## config.mk

```make
export PLATFORM = sky130hd
export DESIGN_NAME = sd_card_init_sequencer
export DESIGN_NICKNAME = d
export VERILOG_FILES = /design/src/hdl/sdi_pkg.sv /design/src/hdl/sd_card_init_sequencer.sv /design/src/hdl/sdi_in_reg.sv /design/src/hdl/sdi_core.sv /design/src/hdl/sdi_out_reg.sv
export SDC_FILE = /design/constraint.sdc
export NUM_CORES = 1
export LEC_CHECK = 0
export BUFFER_PORTS_ARGS = -buffer_cell sky130_fd_sc_hd__clkbuf_2
export CAP_MARGIN = 20
export CORE_UTILIZATION = 53
export DETAILED_ROUTE_END_ITERATION = 8
export PLACE_DENSITY_LB_ADDON = 0.1
export SLEW_MARGIN = 25
export SYNTH_ARGS = -nofsm -noshare
export SYNTH_HDL_FRONTEND = slang
export SYNTH_HIERARCHICAL = 1
export SYNTH_SLANG_ARGS = --single-unit
```

## constraint.sdc

```tcl
create_clock -name clk -period 4.3 [get_ports clk]
set_input_delay 0.215 -clock clk [delete_from_list [all_inputs] [get_ports clk]]
set_output_delay 0.215 -clock clk [all_outputs]
set_load 0.05 [all_outputs]
```

## src/hdl/sdi_pkg.sv

```systemverilog
// sdi_pkg: types and constants shared by the sd card init sequencer
// depends on nothing; every other file in hdl uses it by scoped names
package sdi_pkg;

  // stream widths: fields packed from bit 0 up, zero filled to whole bytes
  localparam int IN_TDATA_W  = 136;
  localparam int OUT_TDATA_W = 104;

  // transfer size in bytes
  localparam logic [31:0] BLOCK_BYTES = 32'd512;

  // sequencer phases
  localparam logic [3:0] PH_IDLE    = 4'd0;
  localparam logic [3:0] PH_CMD0    = 4'd1;
  localparam logic [3:0] PH_CMD8    = 4'd2;
  localparam logic [3:0] PH_CMD55   = 4'd3;
  localparam logic [3:0] PH_ACMD41  = 4'd4;
  localparam logic [3:0] PH_CMD2    = 4'd5;
  localparam logic [3:0] PH_CMD3    = 4'd6;
  localparam logic [3:0] PH_CMD9    = 4'd7;
  localparam logic [3:0] PH_CMD7    = 4'd8;
  localparam logic [3:0] PH_CMD16   = 4'd9;
  localparam logic [3:0] PH_READY   = 4'd10;
  localparam logic [3:0] PH_NOCARD  = 4'd11;
  localparam logic [3:0] PH_ERROR   = 4'd12;
  localparam logic [3:0] PH_TIMEOUT = 4'd13;

  // item kinds
  localparam logic CMD_START   = 1'b0;
  localparam logic CMD_OUTCOME = 1'b1;

  // outcome codes of the last issued command
  localparam logic [1:0] OC_OK      = 2'd0;
  localparam logic [1:0] OC_TIMEOUT = 2'd1;

  // reported status
  localparam logic [2:0] ST_BUSY    = 3'd0;
  localparam logic [2:0] ST_READY   = 3'd1;
  localparam logic [2:0] ST_NOCARD  = 3'd2;
  localparam logic [2:0] ST_ERROR   = 3'd3;
  localparam logic [2:0] ST_TIMEOUT = 3'd4;

  // expected response kinds
  localparam logic [1:0] RK_NONE      = 2'd0;
  localparam logic [1:0] RK_SHORT     = 2'd1;
  localparam logic [1:0] RK_LONG      = 2'd2;
  localparam logic [1:0] RK_SHORT_NCRC = 2'd3;

  // command indices
  localparam logic [5:0] SD_CMD0   = 6'd0;
  localparam logic [5:0] SD_CMD2   = 6'd2;
  localparam logic [5:0] SD_CMD3   = 6'd3;
  localparam logic [5:0] SD_CMD7   = 6'd7;
  localparam logic [5:0] SD_CMD8   = 6'd8;
  localparam logic [5:0] SD_CMD9   = 6'd9;
  localparam logic [5:0] SD_CMD16  = 6'd16;
  localparam logic [5:0] SD_ACMD41 = 6'd41;
  localparam logic [5:0] SD_CMD55  = 6'd55;

  // command arguments and check pattern
  localparam logic [31:0] IF_COND_ARG   = 32'h0000_01AA;
  localparam logic [7:0]  CHECK_PATTERN = 8'hAA;
  localparam logic [31:0] OP_COND_ARG   = 32'h4030_0000;

  // configuration register indexes and reset values
  localparam logic [1:0] CFG_SLOW_DIV   = 2'd0;
  localparam logic [1:0] CFG_FAST_DIV   = 2'd1;
  localparam logic [1:0] CFG_POLL_LIMIT = 2'd2;
  localparam logic [1:0] CFG_IF_TRIES   = 2'd3;

  localparam logic [9:0]  SLOW_DIV_RST   = 10'd26;
  localparam logic [9:0]  FAST_DIV_RST   = 10'd7;
  localparam logic [14:0] POLL_LIMIT_RST = 15'd20000;
  localparam logic [2:0]  IF_TRIES_RST   = 3'd3;

  // one input item
  typedef struct packed {
    logic        cmd;
    logic [1:0]  outcome;
    logic        card_present;
    logic [31:0] resp_first;
    logic [31:0] resp_second;
    logic [31:0] resp_third;
    logic [31:0] resp_fourth;
  } in_item_t;

  // one result item
  typedef struct packed {
    logic        issue;
    logic [5:0]  cmd_index;
    logic [31:0] cmd_arg;
    logic [1:0]  resp_kind;
    logic [9:0]  clock_div;
    logic [2:0]  init_status;
    logic [15:0] card_address;
    logic        high_capacity;
    logic [32:0] capacity_blocks;
  } result_t;

  // configuration registers as seen by the core
  typedef struct packed {
    logic [9:0]  slow_clock_div;
    logic [9:0]  fast_clock_div;
    logic [14:0] ready_poll_limit;
    logic [2:0]  if_cond_tries;
  } cfg_t;

endpackage

```

## src/hdl/sd_card_init_sequencer.sv

```systemverilog
// sd card initialization sequencer: input register, step logic, result register
// path: an accepted item is held in the input register, then its result is loaded into the result register
// throughput: one item per cycle unless the result side stalls; s_tready is high while the
//   input register is empty or its item steps into a free or draining result register
// reset: rst clears phase and card state, loads register defaults, empties both stages
// depends on sdi_pkg, sdi_in_reg, sdi_core, sdi_out_reg
module sd_card_init_sequencer (
  input  logic        clk,
  input  logic        rst,
  // input items
  input  logic        s_tvalid,
  output logic        s_tready,
  // outcome[1:0], card_present[2], resp_first[34:3], resp_second[66:35],
  // resp_third[98:67], resp_fourth[130:99], zero fill [135:131]
  input  logic [sdi_pkg::IN_TDATA_W-1:0] s_tdata,
  // cmd[0]
  input  logic        s_tuser,
  // result items
  output logic        m_tvalid,
  input  logic        m_tready,
  // cmd_index[5:0], cmd_arg[37:6], resp_kind[39:38], clock_div[49:40],
  // init_status[52:50], card_address[68:53], high_capacity[69],
  // capacity_blocks[102:70], zero fill [103]
  output logic [sdi_pkg::OUT_TDATA_W-1:0] m_tdata,
  // issue[0]
  output logic        m_tuser,
  // configuration writes
  input  logic        cfg_valid,
  output logic        cfg_ready,
  input  logic [1:0]  cfg_index,
  input  logic [14:0] cfg_data
);

  sdi_pkg::in_item_t s_item, held_item;
  sdi_pkg::result_t  step_result, out_result;
  sdi_pkg::cfg_t     cfg;
  logic              held_valid, room, step;

  // unpack the input item
  always_comb begin
    s_item.cmd          = s_tuser;
    s_item.outcome      = s_tdata[1:0];
    s_item.card_present = s_tdata[2];
    s_item.resp_first   = s_tdata[34:3];
    s_item.resp_second  = s_tdata[66:35];
    s_item.resp_third   = s_tdata[98:67];
    s_item.resp_fourth  = s_tdata[130:99];
  end

  // configuration registers
  assign cfg_ready = 1'b1;

  always_ff @(posedge clk) begin
    if (rst) begin
      cfg.slow_clock_div   <= sdi_pkg::SLOW_DIV_RST;
      cfg.fast_clock_div   <= sdi_pkg::FAST_DIV_RST;
      cfg.ready_poll_limit <= sdi_pkg::POLL_LIMIT_RST;
      cfg.if_cond_tries    <= sdi_pkg::IF_TRIES_RST;
    end else if (cfg_valid) begin
      case (cfg_index)
        sdi_pkg::CFG_SLOW_DIV:   cfg.slow_clock_div   <= cfg_data[9:0];
        sdi_pkg::CFG_FAST_DIV:   cfg.fast_clock_div   <= cfg_data[9:0];
        sdi_pkg::CFG_POLL_LIMIT: cfg.ready_poll_limit <= cfg_data;
        sdi_pkg::CFG_IF_TRIES:   cfg.if_cond_tries    <= cfg_data[2:0];
        default: begin
        end
      endcase
    end
  end

  // held item steps when the result register has room
  assign step = held_valid && room;

  sdi_in_reg u_in (
    .clk        (clk),
    .rst        (rst),
    .in_valid   (s_tvalid),
    .in_ready   (s_tready),
    .in_item    (s_item),
    .held_valid (held_valid),
    .held_take  (step),
    .held_item  (held_item)
  );

  sdi_core u_core (
    .clk    (clk),
    .rst    (rst),
    .step   (step),
    .item   (held_item),
    .cfg    (cfg),
    .result (step_result)
  );

  sdi_out_reg u_out (
    .clk         (clk),
    .rst         (rst),
    .load        (step),
    .room        (room),
    .next_result (step_result),
    .out_valid   (m_tvalid),
    .out_ready   (m_tready),
    .out_result  (out_result)
  );

  // pack the result item
  assign m_tuser = out_result.issue;
  assign m_tdata = {1'b0,
                    out_result.capacity_blocks,
                    out_result.high_capacity,
                    out_result.card_address,
                    out_result.init_status,
                    out_result.clock_div,
                    out_result.resp_kind,
                    out_result.cmd_arg,
                    out_result.cmd_index};

endmodule

```

## src/hdl/sdi_in_reg.sv

```systemverilog
// sdi_in_reg: input register stage holding one accepted item
// depends on sdi_pkg for the item type
module sdi_in_reg (
  input  logic             clk,
  input  logic             rst,
  input  logic             in_valid,
  output logic             in_ready,
  input  sdi_pkg::in_item_t in_item,
  output logic             held_valid,
  input  logic             held_take,
  output sdi_pkg::in_item_t held_item
);

  // room when empty or when the held item moves on this cycle
  assign in_ready = !held_valid || held_take;

  // valid flag
  always_ff @(posedge clk) begin
    if (rst) begin
      held_valid <= 1'b0;
    end else if (in_ready) begin
      held_valid <= in_valid;
    end
  end

  // payload
  always_ff @(posedge clk) begin
    if (in_valid && in_ready) begin
      held_item <= in_item;
    end
  end

endmodule

```

## src/hdl/sdi_core.sv

```systemverilog
// sdi_core: sequencer state and the single-pass step from one item to one result
// depends on sdi_pkg for phases, codes, item and result types
module sdi_core (
  input  logic              clk,
  input  logic              rst,
  input  logic              step,
  input  sdi_pkg::in_item_t item,
  input  sdi_pkg::cfg_t     cfg,
  output sdi_pkg::result_t  result
);

  logic [3:0]  phase, phase_next;
  logic [14:0] attempt_count, attempt_count_next;
  logic [15:0] rca_reg, rca_reg_next;
  logic        hc_flag, hc_flag_next;
  logic [32:0] block_count, block_count_next;
  logic        init_done, init_done_next;

  logic        issue;
  logic [5:0]  cmd_index;
  logic [31:0] cmd_arg;
  logic [1:0]  resp_kind;
  logic [2:0]  status;
  logic        fail_timeout;
  logic [14:0] attempt_inc;

  // csd capacity, both formats
  logic [21:0] c_size_v2;
  logic [22:0] c_size_v2_inc;
  logic [32:0] blocks_v2;
  logic [11:0] c_size_v1;
  logic [32:0] c_size_v1_inc;
  logic [4:0]  size_exp;
  logic [32:0] blocks_v1;

  always_comb begin
    c_size_v2     = {item.resp_second[5:0], item.resp_third[31:16]};
    c_size_v2_inc = {1'b0, c_size_v2} + 23'd1;
    blocks_v2     = {c_size_v2_inc, 10'b0};
    c_size_v1     = {item.resp_second[9:0], item.resp_third[31:30]};
    c_size_v1_inc = {21'b0, c_size_v1} + 33'd1;
    size_exp      = {2'b0, item.resp_third[17:15]} + {1'b0, item.resp_second[19:16]} + 5'd2;
    // divide by the block size: shift left or right about nine
    if (size_exp >= 5'd9) begin
      blocks_v1 = c_size_v1_inc << (size_exp - 5'd9);
    end else begin
      blocks_v1 = c_size_v1_inc >> (5'd9 - size_exp);
    end
  end

  assign fail_timeout = (item.outcome == sdi_pkg::OC_TIMEOUT);
  assign attempt_inc  = attempt_count + 15'd1;

  // step: next command and state
  always_comb begin
    phase_next         = phase;
    attempt_count_next = attempt_count;
    rca_reg_next       = rca_reg;
    hc_flag_next       = hc_flag;
    block_count_next   = block_count;
    init_done_next     = init_done;
    issue              = 1'b0;
    cmd_index          = sdi_pkg::SD_CMD0;
    cmd_arg            = 32'd0;
    resp_kind          = sdi_pkg::RK_NONE;

    if (item.cmd == sdi_pkg::CMD_START) begin
      if (!init_done) begin
        rca_reg_next       = 16'd0;
        hc_flag_next       = 1'b0;
        block_count_next   = 33'd0;
        attempt_count_next = 15'd0;
        if (!item.card_present) begin
          phase_next = sdi_pkg::PH_NOCARD;
        end else begin
          issue      = 1'b1;
          phase_next = sdi_pkg::PH_CMD0;
        end
      end
    end else begin
      case (phase)
        sdi_pkg::PH_CMD0: begin
          if (item.outcome != sdi_pkg::OC_OK) begin
            phase_next = fail_timeout ? sdi_pkg::PH_TIMEOUT : sdi_pkg::PH_ERROR;
          end else begin
            attempt_count_next = 15'd0;
            issue      = 1'b1;
            cmd_index  = sdi_pkg::SD_CMD8;
            cmd_arg    = sdi_pkg::IF_COND_ARG;
            resp_kind  = sdi_pkg::RK_SHORT;
            phase_next = sdi_pkg::PH_CMD8;
          end
        end
        sdi_pkg::PH_CMD8: begin
          // retry the interface condition, then go on regardless
          issue     = 1'b1;
          resp_kind = sdi_pkg::RK_SHORT;
          if (item.outcome == sdi_pkg::OC_OK &&
              item.resp_first[7:0] == sdi_pkg::CHECK_PATTERN) begin
            attempt_count_next = 15'd0;
            cmd_index  = sdi_pkg::SD_CMD55;
            cmd_arg    = {rca_reg, 16'b0};
            phase_next = sdi_pkg::PH_CMD55;
          end else if (attempt_inc < {12'b0, cfg.if_cond_tries}) begin
            attempt_count_next = attempt_inc;
            cmd_index  = sdi_pkg::SD_CMD8;
            cmd_arg    = sdi_pkg::IF_COND_ARG;
            phase_next = sdi_pkg::PH_CMD8;
          end else begin
            attempt_count_next = 15'd0;
            cmd_index  = sdi_pkg::SD_CMD55;
            cmd_arg    = {rca_reg, 16'b0};
            phase_next = sdi_pkg::PH_CMD55;
          end
        end
        sdi_pkg::PH_CMD55: begin
          if (item.outcome != sdi_pkg::OC_OK) begin
            phase_next = fail_timeout ? sdi_pkg::PH_TIMEOUT : sdi_pkg::PH_ERROR;
          end else begin
            issue      = 1'b1;
            cmd_index  = sdi_pkg::SD_ACMD41;
            cmd_arg    = sdi_pkg::OP_COND_ARG;
            resp_kind  = sdi_pkg::RK_SHORT_NCRC;
            phase_next = sdi_pkg::PH_ACMD41;
          end
        end
        sdi_pkg::PH_ACMD41: begin
          // a crc failure on the ocr response still counts as a response
          if (fail_timeout) begin
            phase_next = sdi_pkg::PH_TIMEOUT;
          end else if (item.resp_first[31]) begin
            hc_flag_next = item.resp_first[30];
            issue        = 1'b1;
            cmd_index    = sdi_pkg::SD_CMD2;
            resp_kind    = sdi_pkg::RK_LONG;
            phase_next   = sdi_pkg::PH_CMD2;
          end else begin
            attempt_count_next = attempt_inc;
            if (attempt_inc >= cfg.ready_poll_limit) begin
              phase_next = sdi_pkg::PH_TIMEOUT;
            end else begin
              issue      = 1'b1;
              cmd_index  = sdi_pkg::SD_CMD55;
              cmd_arg    = {rca_reg, 16'b0};
              resp_kind  = sdi_pkg::RK_SHORT;
              phase_next = sdi_pkg::PH_CMD55;
            end
          end
        end
        sdi_pkg::PH_CMD2: begin
          if (item.outcome != sdi_pkg::OC_OK) begin
            phase_next = fail_timeout ? sdi_pkg::PH_TIMEOUT : sdi_pkg::PH_ERROR;
          end else begin
            issue      = 1'b1;
            cmd_index  = sdi_pkg::SD_CMD3;
            resp_kind  = sdi_pkg::RK_SHORT;
            phase_next = sdi_pkg::PH_CMD3;
          end
        end
        sdi_pkg::PH_CMD3: begin
          if (item.outcome != sdi_pkg::OC_OK) begin
            phase_next = fail_timeout ? sdi_pkg::PH_TIMEOUT : sdi_pkg::PH_ERROR;
          end else begin
            rca_reg_next = item.resp_first[31:16];
            issue        = 1'b1;
            cmd_index    = sdi_pkg::SD_CMD9;
            cmd_arg      = {item.resp_first[31:16], 16'b0};
            resp_kind    = sdi_pkg::RK_LONG;
            phase_next   = sdi_pkg::PH_CMD9;
          end
        end
        sdi_pkg::PH_CMD9: begin
          if (item.outcome != sdi_pkg::OC_OK) begin
            phase_next = fail_timeout ? sdi_pkg::PH_TIMEOUT : sdi_pkg::PH_ERROR;
          end else begin
            block_count_next = hc_flag ? blocks_v2 : blocks_v1;
            issue      = 1'b1;
            cmd_index  = sdi_pkg::SD_CMD7;
            cmd_arg    = {rca_reg, 16'b0};
            resp_kind  = sdi_pkg::RK_SHORT;
            phase_next = sdi_pkg::PH_CMD7;
          end
        end
        sdi_pkg::PH_CMD7: begin
          if (item.outcome != sdi_pkg::OC_OK) begin
            phase_next = fail_timeout ? sdi_pkg::PH_TIMEOUT : sdi_pkg::PH_ERROR;
          end else begin
            issue      = 1'b1;
            cmd_index  = sdi_pkg::SD_CMD16;
            cmd_arg    = sdi_pkg::BLOCK_BYTES;
            resp_kind  = sdi_pkg::RK_SHORT;
            phase_next = sdi_pkg::PH_CMD16;
          end
        end
        sdi_pkg::PH_CMD16: begin
          if (item.outcome != sdi_pkg::OC_OK) begin
            phase_next = fail_timeout ? sdi_pkg::PH_TIMEOUT : sdi_pkg::PH_ERROR;
          end else begin
            phase_next     = sdi_pkg::PH_READY;
            init_done_next = 1'b1;
          end
        end
        default: begin
          // idle or stopped: outcome ignored
        end
      endcase
    end
  end

  // status from the updated state
  always_comb begin
    if (init_done_next || phase_next == sdi_pkg::PH_READY) begin
      status = sdi_pkg::ST_READY;
    end else if (phase_next == sdi_pkg::PH_NOCARD) begin
      status = sdi_pkg::ST_NOCARD;
    end else if (phase_next == sdi_pkg::PH_ERROR) begin
      status = sdi_pkg::ST_ERROR;
    end else if (phase_next == sdi_pkg::PH_TIMEOUT) begin
      status = sdi_pkg::ST_TIMEOUT;
    end else begin
      status = sdi_pkg::ST_BUSY;
    end
  end

  // result item
  always_comb begin
    result.issue           = issue;
    result.cmd_index       = cmd_index;
    result.cmd_arg         = cmd_arg;
    result.resp_kind       = resp_kind;
    result.clock_div       = (status == sdi_pkg::ST_READY) ? cfg.fast_clock_div
                                                           : cfg.slow_clock_div;
    result.init_status     = status;
    result.card_address    = rca_reg_next;
    result.high_capacity   = hc_flag_next;
    result.capacity_blocks = block_count_next;
  end

  // state registers
  always_ff @(posedge clk) begin
    if (rst) begin
      phase         <= sdi_pkg::PH_IDLE;
      attempt_count <= 15'd0;
      rca_reg       <= 16'd0;
      hc_flag       <= 1'b0;
      block_count   <= 33'd0;
      init_done     <= 1'b0;
    end else if (step) begin
      phase         <= phase_next;
      attempt_count <= attempt_count_next;
      rca_reg       <= rca_reg_next;
      hc_flag       <= hc_flag_next;
      block_count   <= block_count_next;
      init_done     <= init_done_next;
    end
  end

endmodule

```

## src/hdl/sdi_out_reg.sv

```systemverilog
// sdi_out_reg: result register, holds one result until the sink takes it
// depends on sdi_pkg for the result type
module sdi_out_reg (
  input  logic             clk,
  input  logic             rst,
  input  logic             load,
  output logic             room,
  input  sdi_pkg::result_t next_result,
  output logic             out_valid,
  input  logic             out_ready,
  output sdi_pkg::result_t out_result
);

  // free when empty or drained this cycle
  assign room = !out_valid || out_ready;

  // valid flag
  always_ff @(posedge clk) begin
    if (rst) begin
      out_valid <= 1'b0;
    end else if (room) begin
      out_valid <= load;
    end
  end

  // payload
  always_ff @(posedge clk) begin
    if (load) begin
      out_result <= next_result;
    end
  end

endmodule

```

# Word level (Yosys, flattened, before mapping)
# Cells that the tools add are included.
[totals]
register_bits = 302
latch_bits = 0
mem_bits_rw = 0
romBits = 0
in_bits = 159
output_inout_bits = 108
elab_cells = 167
memories = 0
[classes]
add_sub_neg = 7
mul = 0
div = 0
order_cmp = 3
n_eq_ne = 24
shifts = 2
mux = 86
bitwise = 0
n_reduce_logical = 18
[ops]
columns = ["op", "n"]
rows = [
  ["two-way mux 32 bit", 7],
  ["case mux 32 bit (7 select lines)", 1],
  ["two-way mux 33 bit", 6],
  ["two-way mux 15 bit", 7],
  ["two-way mux 16 bit", 4],
  ["two-way mux 4 bit", 16],
  ["case mux 6 bit (8 select lines)", 1],
  ["case mux 15 bit (3 select lines)", 1],
  ["two-way mux 6 bit", 6],
  ["case mux 4 bit (9 select lines)", 1],
  ["<< shifter 33 x 5 -> 33 bit", 1],
  ["right shift 33 x 5 -> 33 bit", 1],
  ["two-way mux 31 bit", 1],
  ["== test 4 bit (second input constant)", 6],
  ["adder 22 x 1 -> 23 bit (second input constant)", 1],
  ["two-way mux 10 bit", 2],
  ["two-way mux 1 bit", 19],
  ["== test 4 x 3 -> 1 bit (second input constant)", 4],
  ["adder 15 x 1 -> 15 bit (second input constant)", 1],
  [">= comparator 15 bit", 1],
  ["< comparator 15 x 3 -> 1 bit", 1],
  ["two-way mux 3 bit", 5],
  ["adder 12 x 1 -> 13 bit (second input constant)", 1],
  ["two-way mux 2 bit", 5],
  ["other kinds (27)", 41],
]

# Depth between registers and ports, before layout
# Gate-level depths: netlist (run 1).
[logic_depth]
depth_word = 14
mapped_depth = 18
ltp_nobuf = 15

# By module
# The synthesis (run 1) kept the hierarchy.
[by_module_without_submodules]
columns = ["mod", "instances", "cells_per_inst", "area_each_um2", "seq_area_each_um2"]
rows = [
  ["sdi_core", 1, 1279, 8654.6, 1401.3],
  ["sdi_in_reg", 1, 137, 4018.9, 3983.8],
  ["sdi_out_reg", 1, 108, 3169.3, 3143.0],
  ["sd_card_init_sequencer", 1, 156, 1581.5, 760.7],
]

# Worst setup path after synthesis (run 1)
# No wires, ideal clock.
[synth_path]
kind = "flip-flop to flip-flop"
from = "register u_out.out_valid"
to = "register u_in/held_item[0] (netlist name)"
setup_time_ns = 0.400
arrival_ns = 4.801
required_ns = 3.900
path_slack_ns = -0.901
stages_incl_launch_ff = 5
path_buffers = 0
period_less_slack_ns = 5.201
path_cell_list = "dfxtp_1 > nand2b_4 > and2_1 > nand2b_4 > and2_4"
[synth_lines]
columns = ["element", "line", "text"]
rows = [
  ["start: declaration", "sdi_out_reg.sv:9", "output logic out_valid,"],
  ["start signal: assignment", "sdi_out_reg.sv:22", "out_valid <= load;"],
]

==> results of run 1 <==
==> metal layers <==
layer	vias to the layer above	track usage (%)	share of wire (%)
met5	-	0	0
met3	61	4.05	6.9
met1	6402	41.8	47
met2	524	45.0	44
li1	6381	-	-
met4	0	6.48	1.9
==> final cells by class <==
class,instances,area [µm²]
fillers,2299,9740
multi-input cells,1159,7390
flip-flops and latches,273,7100
repair buffers,316,2100
clock buffers,39,867
well taps,378,473
inverters,52,195
clock inverters,15,154
==> through the flow <==
stage               power [mW]  cell area (µm²)  setup slack [ps]  utilization (%)  cells
floorplan                 4.17            15300               295                -   1616
global placement          4.71            16500               458             58.9   2102
detailed placement        4.72            16500               434             58.9   2102
CTS                       7.35            18300               422             65.2   2232
global route              7.62            18300               111             65.2   2232
finish                    7.36            18300               303             65.2   2232
==> critical path: stages, from the launching register on <==
cell and delay (ps):
edfxtp_1 430, inv_1 70, ha_1 280, inv_1 40
ha_1 290, inv_2 40, ha_1 420, inv_1 280
a211oi_1 140, nor4_1 630, a311oi_1 190, o32ai_1 540
nand2_1 100, o21ai_0 210, a22o_1 190
==> how the worst max path moves through the flow <==
stage	slack (ps)	to	cells after the start
after global routing	110	u_out/out_result[52]$_DFFE_PP_	13
after global placement	460	u_out/out_result[28]$_DFFE_PP_	16
after floorplan	300	u_out/out_result[14]$_DFFE_PP_	17
after detailed placement	430	u_out/out_result[32]$_DFFE_PP_	13
after CTS	420	u_out/out_result[32]$_DFFE_PP_	13
final	300	u_out/out_result[8]$_DFFE_PP_	14
==> report_power, final <==
| part | internal (mW) | total [mW] | switching [mW] |
|---|---|---|---|
| Sequential | 2.89 | 2.96 | 0.0758 |
| Combinational | 0.605 | 1.80 | 1.20 |
| Clock | 1.55 | 2.60 | 1.05 |
| Total | 5.04 | 7.36 | 2.32 |
==> what timing repair did <==
action                    4_1_cts  5_1_grt
hold endpoints to repair       93        0
gates resized for setup         0        0
hold buffers                   76        0
==> flow_summary_export.csv, run 1 <==
group,metric,value,unit
min_path,min-delay-start,"cfg_index[0]",
timing,setup_viol,0,
grt,track_usage,28.7,%
timing,period_share,93.0,%
cells_and_area,diodes,0,
clock_tree,ctsRootBufferMaster,"clkbuf_16",
clock_tree,clk_pin_slew_worst_paths,60,ps
cells_and_area,reg_top3,"u_out/out_result: 104 flops, u_in/held_item: 59 flops, cfg: 38 flops",
setup_path,crit_start,"u_in/held_item[48]$_DFFE_PP_",
power,power.density,403,nW/µm²
floorplan,die_y,172,µm
clock_tree,clockBufferDepth,3,
timing,fin_setup_tns,0,ps
setup_path,startpoint_type,"flop",
floorplan,io-pin-count,267,
cells_and_area,fin_nets,2016,
synthesis,syn-cell-area,15200,µm²
grt,gr-total-overflow,0,
outcome,status,"finished clean",
cells_and_area,area_growth,20.0,%
min_path,worstHoldPathCells,3,
cells_and_area,final_common_cell,"clkbuf_2",
setup_path,path_class,"flop to flop",
floorplan,start_util,54.4,%
min_path,hold_path_end,"cfg[31]$_SDFFE_PP1P_",
floorplan,die_width,172,µm
placement,globalplace.congestion,0.957,
setup_path,timing.rr.start,"u_in/held_item[48]$_DFFE_PP_",
detailed_routing,drt_wl_total,42700,µm
clock_tree,ctsHtreeMaxLevel,1,
detailed_routing,dr_total_vias,13368,
detailed_routing,drtPass1Iterations,5,
cells_and_area,regMostFlops,"u_out/out_result",
power,p_leak,6.92,nW
clock_tree,cts_setup_buffers,0,
detailed_routing,drt_iter0_markers,1254,
timing,min_period,4000,ps
floorplan,row_count,61,
power,ir_drop,0.386,mV
placement,io_buffers,186,
floorplan,die_area,29400,µm²
setup_path,crit_required,4730,ps
timing,slew_headroom,31.7,%
clock_tree,clk_latency,560,ps
min_path,hp-class,"primary input to flop",
cells_and_area,layout_common_cells,"185 x clkbuf_2, 163 x edfxtp_1, 146 x nor2_1, 138 x nand2_1, 110 x dfxtp_1",
clock_tree,cts_sinks,273,
setup_path,cp_data_arrival_time,4420,ps
setup_path,worst-path-max-fanout,9,
grt,grt_pass1_vias,12335,
clock_tree,cts_tree,"yes",
timing,worstMarginPinSlew,1020,ps
setup_path,rr_worst_depth,14,
detailed_routing,route.detailed.drc,0,
detailed_routing,antenna_left,0,
grt,grt_pass1_wl,66500,µm
grt,grt_max_degree,63,
placement,hpwl,29600,µm
timing,timing.fmax,250,MHz
cells_and_area,largest_reg_flops,104,
job,maxCapViolations,0,
grt,antenna_found_initial,0,
cells_and_area,drive_gt1_share,18.6,%
clock_tree,cts_made_buffers,29,
synthesis,synth_cells,1607,
setup_path,r2r_end,"u_out/out_result[8]$_DFFE_PP_",
timing,hold_ws,45.3,ps
setup_path,reg2reg_slack,300,ps
detailed_routing,wl_per_cell,19.1,µm
timing,worst_clock_skew,17.3,ps
synthesis,yosysWarnings,6,
synthesis,post_synth.cell_area_avg,9.48,µm²
detailed_routing,viasPerCell,5.99,
timing,grt_setup_unrepaired,"no",
floorplan,core,28000,µm²
timing,hold_viol_final,0,
timing,slew_viol_final,0,
setup_path,end_kind,"flop",
No activity file was read; power rests on OpenSTA's default activity.
==> inputs of run 2 (changes only) <==
CORE_ASPECT_RATIO = 1.5   (was not set)
==> flow_summary_export.csv, run 2 (synthesized netlist as in run 1, its figures left out) <==
group,metric,value,unit
placement,io_buffers,186,
floorplan,start_util,54.1,%
setup_path,end_kind,"flop",
setup_path,worst-path-buf-inv,4,
setup_path,cp_data_arrival_time,4310,ps
placement,hpwl,31000,µm
placement,globalplace.congestion,0.941,
clock_tree,clk_pin_slew_worst_paths,60,ps
grt,gr-total-overflow,0,
cells_and_area,fin_nets,2009,
power,p_leak,6.84,nW
setup_path,worst-path-max-fanout,6,
clock_tree,cts_setup_buffers,0,
cells_and_area,largest_reg_flops,104,
cells_and_area,final_common_cell,"clkbuf_2",
floorplan,io-pin-count,267,
setup_path,startpoint_type,"flop",
detailed_routing,drt_iter0_markers,1013,
timing,fin_setup_tns,0,ps
grt,track_usage,29.7,%
timing,slew_headroom,31.6,%
cells_and_area,reg_top3,"u_out/out_result: 104 flops, u_in/held_item: 59 flops, cfg: 38 flops",
cells_and_area,nFillCells,2320,
detailed_routing,wl_per_cell,20.1,µm
cells_and_area,layout_common_cells,"185 x clkbuf_2, 163 x edfxtp_1, 146 x nor2_1, 138 x nand2_1, 110 x dfxtp_1",
timing,timing.fmax,250,MHz
cells_and_area,drive_gt1_share,17.9,%
detailed_routing,route.detailed.drc,0,
setup_path,reg2reg_slack,300,ps
floorplan,die_area,29400,µm²
setup_path,cpLargestDelayFamily,"adder cells",
clock_tree,ctsRootBufferMaster,"clkbuf_16",
power,power,7.17,mW
floorplan,row_count,75,
cells_and_area,regMostFlops,"u_out/out_result",
detailed_routing,antenna_left,0,
timing,setup_viol,0,
grt,grt_pass1_vias,12929,
job,maxCapViolations,0,
setup_path,crit_chain,"inv_1 > ha_1 > inv_1 > ha_1 > fa_1 > inv_1 > ha_1 > nand2b_1 > nor4_1 > buf_4 > and2_1 > o21ai_1 > nor2_1 > a221oi_1 > a21oi_1 > a22o_1",
clock_tree,cts_sinks,273,
timing,min_period,4000,ps
grt,grt_max_degree,80,
grt,grt_pass1_wl,69000,µm
setup_path,crit_required,4610,ps
floorplan,die_width,140,µm
floorplan,die_y,210,µm
clock_tree,ctsHtreeMaxLevel,1,
setup_path,cp_slowest_cell,"fa_1",
clock_tree,clockBufferDepth,3,
floorplan,core,28200,µm²
clock_tree,clk_latency,560,ps
outcome,status,"finished clean",
detailed_routing,viasPerCell,6.08,
timing,hold_viol_final,0,
detailed_routing,drtPass1Iterations,6,
grt,antenna_found_initial,1,
clock_tree,cts_tree,"yes",
timing,hold_ws,57.4,ps
timing,worst_clock_skew,15.3,ps
power,power.density,397,nW/µm²
timing,worstMarginPinSlew,1020,ps
min_path,hp-class,"primary input to flop",
timing,slew_viol_final,0,
power,ir_drop,0.338,mV
detailed_routing,drt_wl_total,44100,µm
timing,period_share,93.0,%
clock_tree,cts_made_buffers,27,
setup_path,path_class,"flop to flop",
timing,grt_setup_unrepaired,"no",
setup_path,max_stage_delay,500,ps
cells_and_area,area_growth,18.7,%
detailed_routing,dr_total_vias,13328,
-- run 2: final cells by class --
cell class	count	area (µm²)	share of cell area, %
flip-flops and latches	273	7100	39.2
repair buffers	311	2060	11.4
clock inverters	11	146	0.810
well taps	346	433	2.39
diodes	1	2.50	0.0138
clock buffers	39	756	4.18
inverters	52	195	1.08
multi-input cells	1159	7390	40.9
-- run 2: path summary, 6_finish.rpt --
path	from	endpoint	cells after the start
worst max-delay path	u_in/held_item[48]$_DFFE_PP_	u_out/out_result[11]$_DFFE_PP_	16
worst min-delay path	cfg_index[1]	cfg[37]$_SDFFE_PP0P_	3
worst max register to register	u_in/held_item[48]$_DFFE_PP_	u_out/out_result[11]$_DFFE_PP_	16
worst min register to register	u_core/block_count[27]$_SDFFE_PP0P_	u_core/block_count[27]$_SDFFE_PP0P_	2
-- run 2: timing repair --
action                                 4_1_cts  5_1_grt
endpoints found under the hold margin       96        0
gates resized for setup                      0        0
hold buffers                                76        0
-- run 2: metal layers --
layer,GRT usage [%],part of all wire [%],up-vias
li1,-,-,6354
met1,35.7,41,6336
met2,52.8,50,531
met3,3.86,5.6,107
met4,13.2,3.5,0
met5,0,0,-
-- run 2: worst min-delay path, stage by stage --
cell	delay, ps
clkbuf_2	140
nor3b_2	90
mux2i_1	120
-- run 2: per-stage QoR --
step                      util [%]  instance area [µm²]  setup WS, ps  instances
after floorplan                  -                15300           295       1616
after global placement        58.3                16400           371       2065
after detailed placement      58.3                16400           301       2065
after CTS                     64.2                18100           270       2191
after global routing          64.2                18100           114       2191
final                         64.2                18100           302       2192
-- run 2: power by group --
| group | leakage [nW] | internal [mW] | switching [mW] | total (mW) |
|---|---|---|---|---|
| clock | 0.443 | 1.41 | 1.01 | 2.42 |
| combinational | 3.93 | 0.594 | 1.19 | 1.79 |
| sequential | 2.47 | 2.89 | 0.0768 | 2.96 |
